File: src/hdl/sobel_edge_magnitude_rgb_assert.svh
// ----------------------------------------------------------------------------
// Sobel edge magnitude assertion macros
// Shared concurrent check macros for the edge magnitude block.
// ----------------------------------------------------------------------------
`ifndef SOBEL_EDGE_MAGNITUDE_RGB_ASSERT_SVH
`define SOBEL_EDGE_MAGNITUDE_RGB_ASSERT_SVH
`ifndef NO_ASSERTIONS
`define SOBM_CHECK(lbl, expr) \
  lbl: assert property (@(posedge clk) disable iff (rst) (expr)) \
    else $error("sobm check failed");
`define SOBM_IMPLY(lbl, ante, cons) \
  lbl: assert property (@(posedge clk) disable iff (rst) (ante) |=> (cons)) \
    else $error("sobm implication failed");
`else
`define SOBM_CHECK(lbl, expr)
`define SOBM_IMPLY(lbl, ante, cons)
`endif
`endif

File: src/hdl/sobm_pkg.sv
// ----------------------------------------------------------------------------
// Sobel edge magnitude package
// Sizes, register indexes, sequencer codes and lane handshake types.
// ----------------------------------------------------------------------------
package sobm_pkg;
  localparam int MAX_WIDTH  = 1024;
  localparam int MAX_HEIGHT = 4096;
  localparam int COL_W      = 10;
  localparam int ROW_W      = 13;
  localparam int PIX_W      = 24;
  localparam int SQRT_STEPS = 11;

  localparam logic REG_IMAGE_WIDTH  = 1'b0;
  localparam logic REG_IMAGE_HEIGHT = 1'b1;

  typedef enum logic [5:0] {
    S_IDLE   = 6'b000001,
    S_READ   = 6'b000010,
    S_GRAD   = 6'b000100,
    S_WAIT   = 6'b001000,
    S_OUT    = 6'b010000,
    S_UPDATE = 6'b100000
  } seq_state_t;

  typedef struct packed {
    logic start;
  } lane_ctrl_t;

  typedef struct packed {
    logic busy;
    logic done;
  } lane_stat_t;
endpackage

File: src/hdl/sobm_lane.sv
// ----------------------------------------------------------------------------
// Sobel channel lane
// Gradients of one color channel, squared sum, bit-pair square root, rounding.
// ----------------------------------------------------------------------------
module sobm_lane
  import sobm_pkg::*;
(
  input  logic             clk,
  input  logic             rst,
  input  lane_ctrl_t       ctrl,
  input  logic [2:0][7:0]  left,
  input  logic [2:0][7:0]  mid,
  input  logic [2:0][7:0]  right,
  output lane_stat_t       stat,
  output logic [7:0]       mag
);
  logic [9:0]  sum_l, sum_r, sum_t, sum_b;
  logic [9:0]  ax, ay;
  logic [19:0] sqx, sqy;
  logic [20:0] rem;
  logic [21:0] res, bitv, trial;
  logic [3:0]  step;
  logic        sq_pend, run, done;
  logic [11:0] rnd;

  assign sum_l = {2'b00, left[0]} + {1'b0, left[1], 1'b0} + {2'b00, left[2]};
  assign sum_r = {2'b00, right[0]} + {1'b0, right[1], 1'b0} + {2'b00, right[2]};
  assign sum_t = {2'b00, left[0]} + {1'b0, mid[0], 1'b0} + {2'b00, right[0]};
  assign sum_b = {2'b00, left[2]} + {1'b0, mid[2], 1'b0} + {2'b00, right[2]};
  assign sqx   = ax * ax;
  assign sqy   = ay * ay;
  assign trial = res + bitv;

  always_ff @(posedge clk) begin
    if (ctrl.start) begin
      ax <= (sum_r >= sum_l) ? sum_r - sum_l : sum_l - sum_r;
      ay <= (sum_b >= sum_t) ? sum_b - sum_t : sum_t - sum_b;
    end
    if (sq_pend) begin
      rem  <= {1'b0, sqx} + {1'b0, sqy};
      res  <= '0;
      bitv <= 22'h100000;
    end else if (run) begin
      if ({1'b0, rem} >= trial) begin
        rem <= rem - trial[20:0];
        res <= (res >> 1) + bitv;
      end else begin
        res <= res >> 1;
      end
      bitv <= bitv >> 2;
    end
  end

  always_ff @(posedge clk) begin
    if (rst) begin
      sq_pend <= 1'b0;
      run     <= 1'b0;
      done    <= 1'b0;
      step    <= '0;
    end else begin
      done <= 1'b0;
      if (ctrl.start) begin
        sq_pend <= 1'b1;
      end else if (sq_pend) begin
        sq_pend <= 1'b0;
        run     <= 1'b1;
        step    <= '0;
      end else if (run) begin
        step <= step + 4'd1;
        if (step == 4'(SQRT_STEPS - 1)) begin
          run  <= 1'b0;
          done <= 1'b1;
        end
      end
    end
  end

  assign rnd       = ({1'b0, rem} > res) ? {1'b0, res[10:0]} + 12'd1 : {1'b0, res[10:0]};
  assign mag       = (rnd > 12'd255) ? 8'd255 : rnd[7:0];
  assign stat.busy = sq_pend | run;
  assign stat.done = done;
endmodule

File: config.mk
export PLATFORM = sky130hd
export DESIGN_NAME = sobm_lane
export DESIGN_NICKNAME = d
export VERILOG_FILES = /design/src/hdl/sobel_edge_magnitude_rgb_assert.svh /design/src/hdl/sobm_pkg.sv /design/src/hdl/sobm_lane.sv
export SDC_FILE = /design/constraint.sdc
export NUM_CORES = 1
export LEC_CHECK = 0
export BUFFER_PORTS_ARGS = -buffer_cell sky130_fd_sc_hd__buf_2
export CORE_UTILIZATION = 52
export DETAILED_ROUTE_END_ITERATION = 8
export PLACE_DENSITY = 0.7
export SLEW_MARGIN = 25
export SYNTH_ARGS = -nofsm -noshare
export SYNTH_HDL_FRONTEND = slang
export SYNTH_SLANG_ARGS = --single-unit
File: constraint.sdc
create_clock -name clk -period 16.1 [get_ports clk]
set_clock_uncertainty 0.1 [all_clocks]
set_input_delay 1.61 -clock clk [delete_from_list [all_inputs] [get_ports clk]]
set_output_delay 1.61 -clock clk [all_outputs]
set_load 0.005 [all_outputs]
==> results_dict.tcl <==
set metrics [dict create \
    via_per_inst 5.61 \
    hold_buffers 0 \
    status "complete, no violations" \
    worstSetupPathType "reg -> reg" \
    min_path_cells 2 \
    cp.required_ps 16080 \
    r2r-end "rem[20]" \
    worst_pin_slew_ps 1030 \
    crit_fanout 10 \
    cap_violations 0 \
    synth.net_count 2166 \
    cts_setup_buffers 0 \
    dpl_cell_area_um2 15700 \
    drtAntennaViolNets 0 \
    synth.distinct_cells 71 \
    grt-ovfl-total 0 \
    netlist_area_um2 15000 \
    ys_seq_area_share_pct 13.6 \
    cts_tree "done" \
    yosysMostFrequentCell "inv_1" \
    stdcell_area_um2 16000 \
    first_iter_violations 621 \
    cts.path.max_buffers 2 \
    dr.pass1.iters 7 \
    core-area_um2 28100 \
    maxSlewHeadroom_pct 31.2 \
    wl_mm 33.3 \
    h-tree-depth 3 \
    hold_path_end "step[3]" \
    grt_pass1_wl_mm 56.0 \
    row_count 61 \
    synth_top_area_cell "fa_1" \
    hold_viol 0 \
    drive_gt1_share_pct 6.71 \
    hp-start "step[3]" \
    max_freq_ghz 0.143 \
    ioPinCount 85 \
    vias 11906 \
    dieWidth_um 172 \
    fin_crit_sh_pct 43.6 \
    cts-root-buf "clkbuf_16" \
    start_util_pct 53.4 \
    arrival_ps 7000 \
    grt_pass1_vias 11800 \
    hp-class "reg -> reg" \
    setup_viol 0 \
    fin_setup_tns_ps 0 \
    io_buffers 76 \
    hpwl_mm 28.0 \
    r2r_setup_slack_ps 9080 \
    gp_congestion 0.884 \
    synth_edf_count 41 \
    synth_warnings 0 \
    syn_to_final_growth_pct 6.79 \
    dp.cells 2105 \
    antenna_found_initial 0 \
    clock_latency_ps 360 \
    synth_area_leaders "fa_1 (22%), ha_1 (19%), edfxtp_1 (8.2%), inv_1 (6.9%), dfxtp_1 (5.3%)" \
    grt_max_degree 74 \
    cts_made_buffers 9 \
    synth_top_area_share_pct 22.2 \
    nets 2210 \
    maxSlewViolCount 0 \
    cts.sinks 81 \
    fin_crit_ps 7020 \
    synth-async-reset-ratio_pct 0 \
    grtUsageTotal_pct 23.9 \
    die_area_um2 29500 \
    wl_per_cell_um 15.7 \
    post_cts_resized 0 \
    dieHeight_um 172 \
    n_antenna_cell 0 \
    rsz0062_at_grt "false" \
    ys_ff_latch 81 \
    dominantRegCellSynth "edfxtp_1" \
    critPathLaunchType "register" \
    cp-end-kind "register" \
    instances_no_fill 2121 \
    ff2ff_path_depth 21 \
    avgSynthCellArea_um2 8.85 \
    r2r-start "ax[7]" \
    ys_top_cells_by_count "inv_1 (276), ha_1 (231), fa_1 (166)" \
    clkTransAtPathRegs_ps 70 \
    synthCells 1694 \
    drcViolationCount 0 \
]
sequential cells by signal (all words and copies together), names as in the netlist:
| name | cells |
|---|---|
| res | 22 |
| rem | 21 |
| bitv | 11 |
| ax | 10 |
| ay | 10 |
| step | 4 |
| done | 1 |
| run | 1 |
| sq_pend | 1 |
layer usage:
layer | vias up | share of wire (%) | wire [um] | track usage, %
met5 | - | 0 | 0 | 0
met4 | 0 | 1.8 | 587 | 6.27
met3 | 45 | 4.3 | 1440 | 2.51
met2 | 292 | 49 | 16300 | 42.2
met1 | 5767 | 45 | 14900 | 31.1
li1 | 5802 | - | - | -
layout by cell type (no fill, tap or decap), types with 11 or more instances in the layout:
cell type  count
and2_1        47
o22ai_1       13
nor3_1        29
buf_2         76
nor2b_1       21
fa_1         166
dfxtp_1       39
nand2_1      109
edfxtp_1      41
nand4_1       17
nor2_1        92
a21o_1        41
nand3_1       16
a31oi_1       23
o21bai_1      24
a21oi_1      101
o21ai_0       70
inv_1        276
xnor2_1       85
and3_1        11
mux2i_1       20
xor2_1        32
ha_1         231
nand2b_1      13
a211oi_1      12
worst max-delay path by stage:
stage / slack, ps / depth (start not counted) / startpoint / to
global placement: 9120 / 20 / ay[0] / rem[20]
floorplan: 9660 / 22 / ax[2] / rem[20]
finish: 9080 / 21 / ax[7] / rem[20]
detailed placement: 9070 / 20 / ay[0] / rem[20]
CTS: 9060 / 20 / ay[0] / rem[20]
global route: 8630 / 20 / ay[0] / rem[20]
area by class of cell:
| cell class | count | area, um^2 |
|---|---|---|
| clock inverters | 7 | 75.1 |
| inverters | 278 | 1040 |
| flip-flops and latches | 81 | 2030 |
| well taps | 378 | 473 |
| multi-input cells | 1287 | 11700 |
| repair buffers | 81 | 418 |
| clock buffers | 9 | 225 |
| fillers | 2570 | 12100 |
stage by stage:
| stage | hold slack, ps | utilization, % | setup WS, ps |
|---|---|---|---|
| global placement | 373 | 55.9 | 9120 |
| detailed placement | 389 | 55.9 | 9070 |
| floorplan | 353 | - | 9660 |
| finish | 396 | 57.0 | 9080 |
| global route | 427 | 57.0 | 8630 |
| CTS | 401 | 57.0 | 9060 |
logic make-up after synthesis:
kind of cell	Yosys count	share of synthesized area, %
buf+inv	326	8.22
simple gates	385	12.6
flops	81	13.6
mux	27	1.86
xor+xnor	117	6.84
fa+ha+maj	397	41.5
compound gates	361	15.5
critical path, cell delays in order, from the launching register on:
cell	delay, ps
edfxtp_1	610
and2_1	260
fa_1	600
inv_1	80
fa_1	490
inv_1	50
fa_1	510
fa_1	440
fa_1	520
fa_1	570
inv_1	70
fa_1	500
inv_1	40
ha_1	340
a21oi_1	140
o21ai_0	130
or3_1	360
o211ai_1	320
nand3_1	130
a31oi_1	220
xnor2_1	170
a21oi_1	90
Power is not shown: default switching activity piles up to over one toggle a cycle in this logic, so the estimate is an artifact.
